[src/design/assert_macros.svh]
// Assertion macros shared by the base64 decoder RTL.
// Simulation builds get concurrent assertions; synthesis builds get nothing.
`ifndef ASSERT_MACROS_SVH
`define ASSERT_MACROS_SVH

`ifndef SYNTHESIS
// Property must hold at every clock edge outside reset.
`define ASSERT_ALWAYS(lbl, clk, rstn, prop, msg) \
    lbl: assert property (@(posedge clk) disable iff (!rstn) (prop)) else $error(msg);
// Antecedent implies consequent on the same or a later edge (write |-> or |=>).
`define ASSERT_IMPLY(lbl, clk, rstn, prop, msg) \
    lbl: assert property (@(posedge clk) disable iff (!rstn) prop) else $error(msg);
`else
`define ASSERT_ALWAYS(lbl, clk, rstn, prop, msg)
`define ASSERT_IMPLY(lbl, clk, rstn, prop, msg)
`endif

`endif

[src/design/b64d_pkg.sv]
// Shared types and constants for the base64 decoder.
// No dependencies; used by all decoder modules.
`timescale 1ns / 1ps
`default_nettype none

package b64d_pkg;

    localparam logic [7:0] PAD_CHAR   = 8'h3D;  // '='
    localparam logic [7:0] PLUS_CHAR  = 8'h2B;  // '+'
    localparam logic [7:0] SLASH_CHAR = 8'h2F;  // '/'

    localparam logic [31:0] INDEX_MAX = 32'hFFFF_FFFF;

    // Classified character as it travels from front to back.
    typedef struct packed {
        logic [7:0] chr;
        logic       last;
        logic       is_pad;
        logic       is_sym;   // inside the alphabet
        logic [5:0] sextet;
    } item_t;

endpackage

`default_nettype wire

[src/design/base64_decoder.sv]
// Base64 decoder top level: front classifier, queue and decoding back end.
// Depends on b64d_pkg, b64d_front, b64d_fifo and b64d_back.
//
// Usage:
//   Input channel (in_valid/in_ready) carries one text character per transfer
//   in char_in, with last_char set on the final character of a text.
//   Output channel (out_valid/out_ready) carries at most one result per
//   character: a decoded byte (byte_valid), an error report (bad_input with
//   bad_position and bad_value), and/or end_of_text on the last character.
//   Characters that complete no byte and raise no error give no result.
//   Path: a result passes through the front register, a queue slot and the
//   result register. Throughput: one character per cycle while the receiver
//   takes results; the back end's decoding state update is combinational.
//   Receiver stall: the result register holds; the queue (FIFO_DEPTH
//   entries) and the front register keep taking characters until full, then
//   in_ready drops.
//   Reset: clears the front register, the queue, the result valid flag and
//   the decoding state; characters are accepted in the first cycle after reset.
//   After a last character the decoding state returns to its reset values.
`timescale 1ns / 1ps
`default_nettype none

module base64_decoder
#(
    parameter int FIFO_DEPTH = 2
)
(
    input  wire logic        clk,
    input  wire logic        rst_n,
    input  wire logic        in_valid,
    output logic             in_ready,
    input  wire logic [7:0]  char_in,
    input  wire logic        last_char,
    output logic             out_valid,
    input  wire logic        out_ready,
    output logic [7:0]       data_byte,
    output logic             byte_valid,
    output logic             end_of_text,
    output logic             bad_input,
    output logic [31:0]      bad_position,
    output logic [7:0]       bad_value
);

    logic            q_push_valid;
    logic            q_push_ready;
    b64d_pkg::item_t q_push_data;
    logic            q_pop_valid;
    logic            q_pop_ready;
    b64d_pkg::item_t q_pop_data;

    b64d_front u_front
    (
        .clk        (clk),
        .rst_n      (rst_n),
        .in_valid   (in_valid),
        .in_ready   (in_ready),
        .char_in    (char_in),
        .last_char  (last_char),
        .push_valid (q_push_valid),
        .push_ready (q_push_ready),
        .push_data  (q_push_data)
    );

    b64d_fifo
    #(
        .DEPTH (FIFO_DEPTH)
    )
    u_fifo
    (
        .clk        (clk),
        .rst_n      (rst_n),
        .push_valid (q_push_valid),
        .push_ready (q_push_ready),
        .push_data  (q_push_data),
        .pop_valid  (q_pop_valid),
        .pop_ready  (q_pop_ready),
        .pop_data   (q_pop_data)
    );

    b64d_back u_back
    (
        .clk          (clk),
        .rst_n        (rst_n),
        .pop_valid    (q_pop_valid),
        .pop_ready    (q_pop_ready),
        .pop_data     (q_pop_data),
        .out_valid    (out_valid),
        .out_ready    (out_ready),
        .data_byte    (data_byte),
        .byte_valid   (byte_valid),
        .end_of_text  (end_of_text),
        .bad_input    (bad_input),
        .bad_position (bad_position),
        .bad_value    (bad_value)
    );

endmodule

`default_nettype wire

[src/design/b64d_front.sv]
// Front end: accepts characters, maps them to 6-bit values and flags padding.
// Depends on b64d_pkg.
`timescale 1ns / 1ps
`default_nettype none

module b64d_front
(
    input  wire logic            clk,
    input  wire logic            rst_n,
    input  wire logic            in_valid,
    output logic                 in_ready,
    input  wire logic [7:0]      char_in,
    input  wire logic            last_char,
    output logic                 push_valid,
    input  wire logic            push_ready,
    output b64d_pkg::item_t      push_data
);

    logic            front_valid_reg;
    logic            front_valid_next;
    b64d_pkg::item_t front_item_reg;
    b64d_pkg::item_t front_item_next;
    logic            take;

    always_comb
    begin
        front_item_next        = '0;
        front_item_next.chr    = char_in;
        front_item_next.last   = last_char;
        front_item_next.is_pad = (char_in == b64d_pkg::PAD_CHAR);
        if (char_in >= 8'h41 && char_in <= 8'h5A)
        begin
            front_item_next.is_sym = 1'b1;
            front_item_next.sextet = 6'(char_in - 8'h41);
        end
        else if (char_in >= 8'h61 && char_in <= 8'h7A)
        begin
            front_item_next.is_sym = 1'b1;
            front_item_next.sextet = 6'(char_in - 8'h61 + 8'd26);
        end
        else if (char_in >= 8'h30 && char_in <= 8'h39)
        begin
            front_item_next.is_sym = 1'b1;
            front_item_next.sextet = 6'(char_in - 8'h30 + 8'd52);
        end
        else if (char_in == b64d_pkg::PLUS_CHAR)
        begin
            front_item_next.is_sym = 1'b1;
            front_item_next.sextet = 6'd62;
        end
        else if (char_in == b64d_pkg::SLASH_CHAR)
        begin
            front_item_next.is_sym = 1'b1;
            front_item_next.sextet = 6'd63;
        end
    end

    assign in_ready         = !front_valid_reg || push_ready;
    assign take             = in_valid && in_ready;
    assign front_valid_next = take || (front_valid_reg && !push_ready);

    always_ff @(posedge clk or negedge rst_n)
    begin
        if (!rst_n)
        begin
            front_valid_reg <= 1'b0;
        end
        else
        begin
            front_valid_reg <= front_valid_next;
        end
    end

    always_ff @(posedge clk)
    begin
        if (take)
        begin
            front_item_reg <= front_item_next;
        end
    end

    assign push_valid = front_valid_reg;
    assign push_data  = front_item_reg;

endmodule

`default_nettype wire

[src/design/b64d_fifo.sv]
// Short queue of classified characters between front and back.
// Depends on b64d_pkg and assert_macros.svh.
`timescale 1ns / 1ps
`default_nettype none
`include "assert_macros.svh"

module b64d_fifo
#(
    parameter int DEPTH = 2
)
(
    input  wire logic            clk,
    input  wire logic            rst_n,
    input  wire logic            push_valid,
    output logic                 push_ready,
    input  wire b64d_pkg::item_t push_data,
    output logic                 pop_valid,
    input  wire logic            pop_ready,
    output b64d_pkg::item_t      pop_data
);

    localparam int PTR_W = (DEPTH > 1) ? $clog2(DEPTH) : 1;
    localparam int CNT_W = $clog2(DEPTH + 1);

    b64d_pkg::item_t    slots [DEPTH];
    logic [PTR_W-1:0]   wr_ptr_reg, wr_ptr_next;
    logic [PTR_W-1:0]   rd_ptr_reg, rd_ptr_next;
    logic [CNT_W-1:0]   count_reg, count_next;
    logic               push, pop;

    assign push_ready = (count_reg != CNT_W'(DEPTH));
    assign pop_valid  = (count_reg != '0);
    assign push       = push_valid && push_ready;
    assign pop        = pop_valid && pop_ready;
    assign pop_data   = slots[rd_ptr_reg];

    always_comb
    begin
        wr_ptr_next = wr_ptr_reg;
        rd_ptr_next = rd_ptr_reg;
        count_next  = count_reg;
        if (push)
        begin
            wr_ptr_next = (wr_ptr_reg == PTR_W'(DEPTH - 1)) ? '0 : wr_ptr_reg + 1'b1;
        end
        if (pop)
        begin
            rd_ptr_next = (rd_ptr_reg == PTR_W'(DEPTH - 1)) ? '0 : rd_ptr_reg + 1'b1;
        end
        if (push && !pop)
        begin
            count_next = count_reg + 1'b1;
        end
        else if (pop && !push)
        begin
            count_next = count_reg - 1'b1;
        end
    end

    always_ff @(posedge clk or negedge rst_n)
    begin
        if (!rst_n)
        begin
            wr_ptr_reg <= '0;
            rd_ptr_reg <= '0;
            count_reg  <= '0;
        end
        else
        begin
            wr_ptr_reg <= wr_ptr_next;
            rd_ptr_reg <= rd_ptr_next;
            count_reg  <= count_next;
        end
    end

    always_ff @(posedge clk)
    begin
        if (push)
        begin
            slots[wr_ptr_reg] <= push_data;
        end
    end

    `ASSERT_ALWAYS(a_count_range, clk, rst_n, count_reg <= CNT_W'(DEPTH), "queue count overflow")
    `ASSERT_IMPLY(a_ptr_gap, clk, rst_n, (count_reg == '0) |-> (wr_ptr_reg == rd_ptr_reg), "empty queue with pointer gap")

endmodule

`default_nettype wire

[src/design/b64d_back.sv]
// Back end: decoding state (bit store, group phase, padding, error, index)
// and the result register. Depends on b64d_pkg and assert_macros.svh.
`timescale 1ns / 1ps
`default_nettype none
`include "assert_macros.svh"

module b64d_back
(
    input  wire logic            clk,
    input  wire logic            rst_n,
    input  wire logic            pop_valid,
    output logic                 pop_ready,
    input  wire b64d_pkg::item_t pop_data,
    output logic                 out_valid,
    input  wire logic            out_ready,
    output logic [7:0]           data_byte,
    output logic                 byte_valid,
    output logic                 end_of_text,
    output logic                 bad_input,
    output logic [31:0]          bad_position,
    output logic [7:0]           bad_value
);

    logic [5:0]  store_reg, store_next;
    logic [1:0]  phase_reg, phase_next;
    logic        pad_reg, pad_next;
    logic        err_reg, err_next;
    logic [31:0] index_reg, index_next;

    logic        out_valid_reg, out_valid_next;
    logic [7:0]  data_reg, data_next;
    logic        bvalid_reg, bvalid_next;
    logic        eot_reg, eot_next;
    logic        bad_reg, bad_next;
    logic [31:0] bpos_reg, bpos_next;
    logic [7:0]  bval_reg, bval_next;

    logic        take;
    logic        emit;
    logic [5:0]  s;

    assign pop_ready = !out_valid_reg || out_ready;
    assign take      = pop_valid && pop_ready;
    assign s         = pop_data.sextet;

    always_comb
    begin
        store_next  = store_reg;
        phase_next  = phase_reg;
        pad_next    = pad_reg;
        err_next    = err_reg;
        index_next  = index_reg;
        emit        = 1'b0;
        data_next   = '0;
        bvalid_next = 1'b0;
        eot_next    = 1'b0;
        bad_next    = 1'b0;
        bpos_next   = '0;
        bval_next   = '0;

        if (!err_reg)
        begin
            if (pop_data.is_pad)
            begin
                pad_next = 1'b1;
            end
            else if (!pop_data.is_sym || pad_reg)
            begin
                err_next  = 1'b1;
                bad_next  = 1'b1;
                bpos_next = index_reg;
                bval_next = pop_data.chr;
                emit      = 1'b1;
            end
            else
            begin
                unique case (phase_reg)
                    2'd0:
                    begin
                        store_next = s;
                    end
                    2'd1:
                    begin
                        data_next   = {store_reg, s[5:4]};
                        store_next  = {2'b00, s[3:0]};
                        bvalid_next = 1'b1;
                    end
                    2'd2:
                    begin
                        data_next   = {store_reg[3:0], s[5:2]};
                        store_next  = {4'b0000, s[1:0]};
                        bvalid_next = 1'b1;
                    end
                    default:
                    begin
                        data_next   = {store_reg[1:0], s};
                        store_next  = '0;
                        bvalid_next = 1'b1;
                    end
                endcase
                phase_next = phase_reg + 1'b1;
                emit       = bvalid_next;
            end
            if (!err_next && index_reg != b64d_pkg::INDEX_MAX)
            begin
                index_next = index_reg + 1'b1;
            end
        end

        if (pop_data.last)
        begin
            eot_next   = 1'b1;
            emit       = 1'b1;
            store_next = '0;
            phase_next = '0;
            pad_next   = 1'b0;
            err_next   = 1'b0;
            index_next = '0;
        end

        out_valid_next = out_valid_reg && !out_ready;
        if (take && emit)
        begin
            out_valid_next = 1'b1;
        end
    end

    always_ff @(posedge clk or negedge rst_n)
    begin
        if (!rst_n)
        begin
            store_reg     <= '0;
            phase_reg     <= '0;
            pad_reg       <= 1'b0;
            err_reg       <= 1'b0;
            index_reg     <= '0;
            out_valid_reg <= 1'b0;
        end
        else
        begin
            out_valid_reg <= out_valid_next;
            if (take)
            begin
                store_reg <= store_next;
                phase_reg <= phase_next;
                pad_reg   <= pad_next;
                err_reg   <= err_next;
                index_reg <= index_next;
            end
        end
    end

    always_ff @(posedge clk)
    begin
        if (take && emit)
        begin
            data_reg   <= data_next;
            bvalid_reg <= bvalid_next;
            eot_reg    <= eot_next;
            bad_reg    <= bad_next;
            bpos_reg   <= bpos_next;
            bval_reg   <= bval_next;
        end
    end

    assign out_valid    = out_valid_reg;
    assign data_byte    = data_reg;
    assign byte_valid   = bvalid_reg;
    assign end_of_text  = eot_reg;
    assign bad_input    = bad_reg;
    assign bad_position = bpos_reg;
    assign bad_value    = bval_reg;

    `ASSERT_IMPLY(a_last_clears, clk, rst_n, (take && pop_data.last) |=> (phase_reg == 2'd0 && !err_reg && !pad_reg && index_reg == '0), "state not cleared after last character")
    `ASSERT_ALWAYS(a_byte_xor_bad, clk, rst_n, !(out_valid_reg && bvalid_reg && bad_reg), "byte and error in one result")

endmodule

`default_nettype wire
[config.mk]
export PLATFORM = sky130hd
export DESIGN_NAME = base64_decoder
export DESIGN_NICKNAME = d
export VERILOG_FILES = /design/src/design/b64d_pkg.sv /design/src/design/base64_decoder.sv /design/src/design/b64d_front.sv /design/src/design/b64d_fifo.sv /design/src/design/b64d_back.sv
export VERILOG_INCLUDE_DIRS = /design/src /design/src/design
export SDC_FILE = /design/constraint.sdc
export NUM_CORES = 1
export LEC_CHECK = 0
export BUFFER_PORTS_ARGS = -buffer_cell sky130_fd_sc_hd__buf_2
export CAP_MARGIN = 20
export CORE_ASPECT_RATIO = 2
export CORE_MARGIN = 2
export CORE_UTILIZATION = 35
export CTS_CLUSTER_SIZE = 24
export DETAILED_ROUTE_END_ITERATION = 8
export HOLD_SLACK_MARGIN = 0.05
export SLEW_MARGIN = 20
export SYNTH_ARGS = -nofsm -noshare
export SYNTH_HDL_FRONTEND = slang
export SYNTH_SLANG_ARGS = --single-unit
[constraint.sdc]
create_clock -name clk -period 7.2 [get_ports clk]
set_input_delay 1.08 -clock clk [delete_from_list [all_inputs] [get_ports clk]]
set_output_delay 1.08 -clock clk [all_outputs]
set_load 0.01 [all_outputs]
# Word-level counts from Yosys, hierarchy flattened
# Memory sizes are Yosys's and may differ from the RTL's.
# Cells that the tools add are included.
# word_totals
memories	1
reg_bits	116
ram_bits	34
romBits	0
latch_bits	0
# mem_list
name	depth	word_bits	read_ports	rd_ports_with_merged_regs	wr	line_no	rtl
u_fifo.slots	2	17	1	0	1	b64d_fifo.sv:25	b64d_pkg::item_t slots [DEPTH];
# op_classes
add_sub_neg	11
n_mul	0
n_bitwise	1
n_reduce_logical	35
shifts	0
muxes	39
order_cmp	6
div_mod_pow	0
n_eq_ne	10
# op_table
op	n
$mux W32	3
$mux W6	8
$add A32 B1 Y32 const B	1
$ne A32 B32 Y1 const B	1
$eq A8 B6 Y1 const B	3
$pmux W8 S3	1
$mux W1	19
$pmux W6 S3	1
$ge A8 B7 Y1 const B	2
$le A8 B7 Y1 const B	2
$logic_and A1 B1 Y1	12
$mux W2	6
$sub A6 B6 Y6 const B	2
$ge A8 B6 Y1 const B	1
$le A8 B6 Y1 const B	1
$logic_not A1 Y1	8
$reduce_bool A2 Y1	4
$mux W7	1
$add A6 B5 Y6 const B	1
$add A6 B6 Y6 const B	1
$ne A2 B2 Y1 const B	3
$reduce_and A3 Y1	2
$reduce_or A3 Y1	2
$sub A6 B1 Y6 const B	1
11 further kinds	16

# Depth between registers and ports, before layout
# An unclocked memory read counts as a cell.
# logic_depth
word_depth	11
ltp_mapped	9

# Modules after synthesis
# A second synthesis with hierarchy kept.
# unflattened
cells_unflattened	581
area_unflattened_um2	7066.8
# by_module_without_submodules
module	instances	cells_per_inst	area_per_inst_um2	seq_area_each_um2
b64d_back	1	403	4445.5	2607.5
b64d_fifo	1	71	1473.9	1121.1
b64d_front	1	107	1147.4	535.5

# Least setup slack after synthesis
# Ideal clock, no wire load.
# synth_timing
path_kind	in2reg
from	input out_ready
to	register u_back.bad_reg, in the netlist u_back.bad_input, enable pin
t_arrival_ns	3.541
stages	4
required_time_ns	6.740
slack_ns	3.199
setup_time_ns	0.460
cell_sequence	nor2b_1 > nor2_1 > inv_2 > nor2_1
# synth_between
elab_chain_len	3
# synth_lines
element	line_no	rtl
start: declaration	base64_decoder.sv:35	input wire logic out_ready,
$logic_or A1 B1 Y1	b64d_back.sv:42	assign pop_ready = !out_valid_reg || out_ready;
$logic_and A1 B1 Y1	b64d_back.sv:43	assign take = pop_valid && pop_ready;
$logic_and A1 B1 Y1	b64d_back.sv:155	if (take && emit)
end signal: assignment	b64d_back.sv:160	bad_reg <= bad_next;
end: declaration	b64d_back.sv:34	logic bad_reg, bad_next;
# Every way passes these cells.
# A chain may end at the register's enable or synchronous reset.

# Worst setup path after layout
# layout_timing
from	register u_fifo.rd_ptr_reg
to	register u_back.bval_reg[2], in the netlist u_back.bad_value[2], enable pin
# layout_between
elab_chain_len	8
# layout_lines
element	line_no	rtl
start: declaration	b64d_fifo.sv:27	logic [PTR_W-1:0] rd_ptr_reg, rd_ptr_next;
start signal: assignment	b64d_fifo.sv:71	rd_ptr_reg <= rd_ptr_next;
$mem_v2 Z2 W17 (*)	--	
$logic_not A1 Y1	b64d_back.sv:67	else if (!pop_data.is_sym || pad_reg)
$logic_or A1 B1 Y1	b64d_back.sv:67	
$mux W1	b64d_back.sv:67	
$mux W1	b64d_back.sv:63	if (pop_data.is_pad)
$mux W1	b64d_back.sv:61	if (!err_reg)
$mux W1 (*)	b64d_back.sv:110	if (pop_data.last)
$logic_and A1 B1 Y1 (*)	b64d_back.sv:155	
end signal: assignment	b64d_back.sv:162	bval_reg <= bval_next;
end: declaration	b64d_back.sv:36	logic [7:0] bval_reg, bval_next;
# Mark *: on every way between the ends. The rest lies on a longest branch, timed or not.

==> run metrics <==
status finished clean; WP data arrival 3.29 ns; cts repair resizes 0; slew margin rel. 36.5%; Setup violations, final 0; Max Cap Viol 0; vias in the first global route 4935; clock buffer depth 2; first-pass GRT wire length 25600 microns; total number of H-tree levels 4; post-synthesis cell type count 69; final std cells w/o fill 913; Clk Latency, worst-skew pair 0.43 ns; die height 204 microns; cts hold-fix bufs 0; HP Start u_front.push_data[14]; core area 19700 sq um; Initial Util 35.5%; root buf cell clkbuf_16; via count 4924; crit path cell chain mux2i_1, buf_4, inv_2, a21oi_1, nor2_4, buf_4; CTS Buf Count 17; CP Launch Type flop; PwrDens 409 nW/um^2; top post-synthesis cells by area edfxtp_1 44%, dfrtp_1 17%, and2_1 3.5%, o31ai_1 3.1%, ha_1 2.7%; Post-synth top flop edfxtp_1; drt wl/cell 17.3 microns; Slowest-stage cell, CP dfrtp_1; Pins Over Slew Limit 0; placed insts 881; r2r startpoint u_fifo.rd_ptr_reg; TNS Setup 0 ns; GRT Util Overall 15.5%; measured slew at the worst slew-check pin 0.952 ns; Synth-to-Final Area Change 16.4%; gr ovfl total 0; Hold WS 0.441 ns; Final period util 44.7%; sequential area share after synthesis 60.9%; worst hold-check path type reg2reg; Die ar. 21200 sq um; first-pass detailed-route iteration total 4; crit path time final 3.22 ns; final hold vios 0; post-route ant nets 0; crit path from u_fifo.rd_ptr_reg; Worst Path Max Fanout 35; Post-DP HPWL 11500 microns; met1 WL 5350 microns; Routed Wire Length 15800 microns; Max VDD drop 0.000184 V; nets@finish 666; IO Pins 66; Placer Congestion 0.894; Initial DRC Count 246; Synth Instances 578; WL met2 9330 microns; Max Used Layer met4; antenna violations before repair 0; Post-synth EDFFs 102; DRC 0; CTS tree built; Final Util 41.3%; Yosys top cell area share 43.7%; critical path class reg2reg; Yosys top cell by area edfxtp_1; static leakage 0.00324 uW; Data required, critical path 7.28 ns; setup bufs post-CTS 0; n_diodes 0; layout cells sized above 1 18.4%; RSZ-0062 raised after global routing false; async set or reset register ratio after synthesis 32.0%; Post-Syn Area 7000 sq um; CTS clk-pin slew, worst paths 0.07 ns; largest net degree at the start of global routing 49; I/O Buffers 65; Worst path max stage delay 0.97 ns; Largest register FFs 34; Syn. warnings 0; Avg Cell Area, Syn 12.1 sq um; flops & latches, synth 150; Critical Path End Type flop; Via-to-Cell Ratio 5.39; Die Wd 104 microns; Worst path most repeated cell buf_4; total nets after synthesis 606; WL met3 616 microns; clk sinks 150; Layout Skew 0.0109 ns; maximum clock frequency 311 MHz; Core Rows 73
==> path summary, 6_finish.rpt <==
check	to	slack (ns)	cells past startpoint
setup / recovery	u_back.bad_value[2]	3.98	6
hold reg to reg	u_fifo.slots[0][14]	0.44	0
min in group asynchronous	u_back.index_reg[28]	0.77	2
max in group asynchronous	u_back.index_reg[10]	5.96	2
setup reg to reg	u_back.bad_value[2]	3.98	6
hold / removal	u_fifo.slots[0][14]	0.44	0
==> layer usage <==
metal  GRT usage (%)  vias to the layer above
li1                -                     2310
met1            14.6                     2418
met2            30.4                      158
met3            3.28                       38
met4            8.20                        0
met5               0                        -
==> layout by cell type (no fill, tap or decap), drive strengths merged, types with 3 or more instances in the layout <==
master,instances
edfxtp,102
buf,72
dfrtp,48
nor2,47
and2,39
nand2,38
o31ai,30
inv,26
nand3,23
o21ai,23
clkbuf,18
mux2i,16
ha,15
a21oi,14
nand4,13
and3,11
nand2b,7
a31oi,7
or4,7
nor4,7
a22oi,6
xnor2,5
o22ai,5
and4,5
nor3,5
o41ai,5
nor2b,4
a221oi,4
a211oi,4
o211ai,4
xor2,3
mux2,3
a211o,3
o311ai,3
clkinv,3
==> final cells by class <==
class | instances | area (sq um)
fillers | 1908 | 11600
flip-flops and latches | 150 | 4260
multi-input cells | 379 | 2520
clock buffers | 18 | 429
repair buffers | 72 | 378
well taps | 262 | 328
clock inverters | 14 | 164
inverters | 18 | 67.6
==> kinds of logic (layout without fill, tap and decap cells) <==
kind of cell / Yosys count / after routing / synth area share [%]
mux: 19 / 19 / 2.77
compound gates: 125 / 125 / 12.7
flops: 150 / 150 / 60.9
fa+ha+maj: 15 / 15 / 2.68
buf+inv: 49 / 122 / 3.29
xor+xnor: 8 / 8 / 1.00
simple gates: 212 / 212 / 16.7
==> per-stage QoR <==
step                setup slack (ns)  cell area (sq um)  total power, uW
floorplan                       3.20               7000             2110
global placement                3.84               7550             2450
detailed placement              3.71               7560             2480
CTS                             3.92               8150             3380
global route                    3.72               8150             3530
finish                          3.98               8150             3330
==> power breakdown <==
| part | internal (uW) | total (uW) | leakage (uW) | switching [uW] |
|---|---|---|---|---|
| sequential | 1290 | 1440 | 0.00164 | 154 |
| combinational | 318 | 999 | 0.00131 | 681 |
| clock | 522 | 892 | 0.000292 | 371 |
==> cell usage after synthesis (all sizes together) (5+ instances only) <==
cell type	number
edfxtp	102
dfrtp	48
nor2	47
and2	39
nand2	38
o31ai	30
nand3	23
o21ai	23
clkbuf	21
inv	18
mux2i	16
ha	15
a21oi	14
nand4	13
and3	11
buf	10
a31oi	7
nand2b	7
nor4	7
or4	7
a22oi	6
and4	5
nor3	5
o22ai	5
o41ai	5
xnor2	5
==> worst max-delay path: cells and delay by family, from the launching register on <==
family | cells | cell delay (ns)
compound gates | 1 | 0.16
buf+inv | 3 | 1.12
flops | 1 | 0.97
mux | 1 | 0.17
simple gates | 1 | 0.41
(Power assumes the default switching activity.)
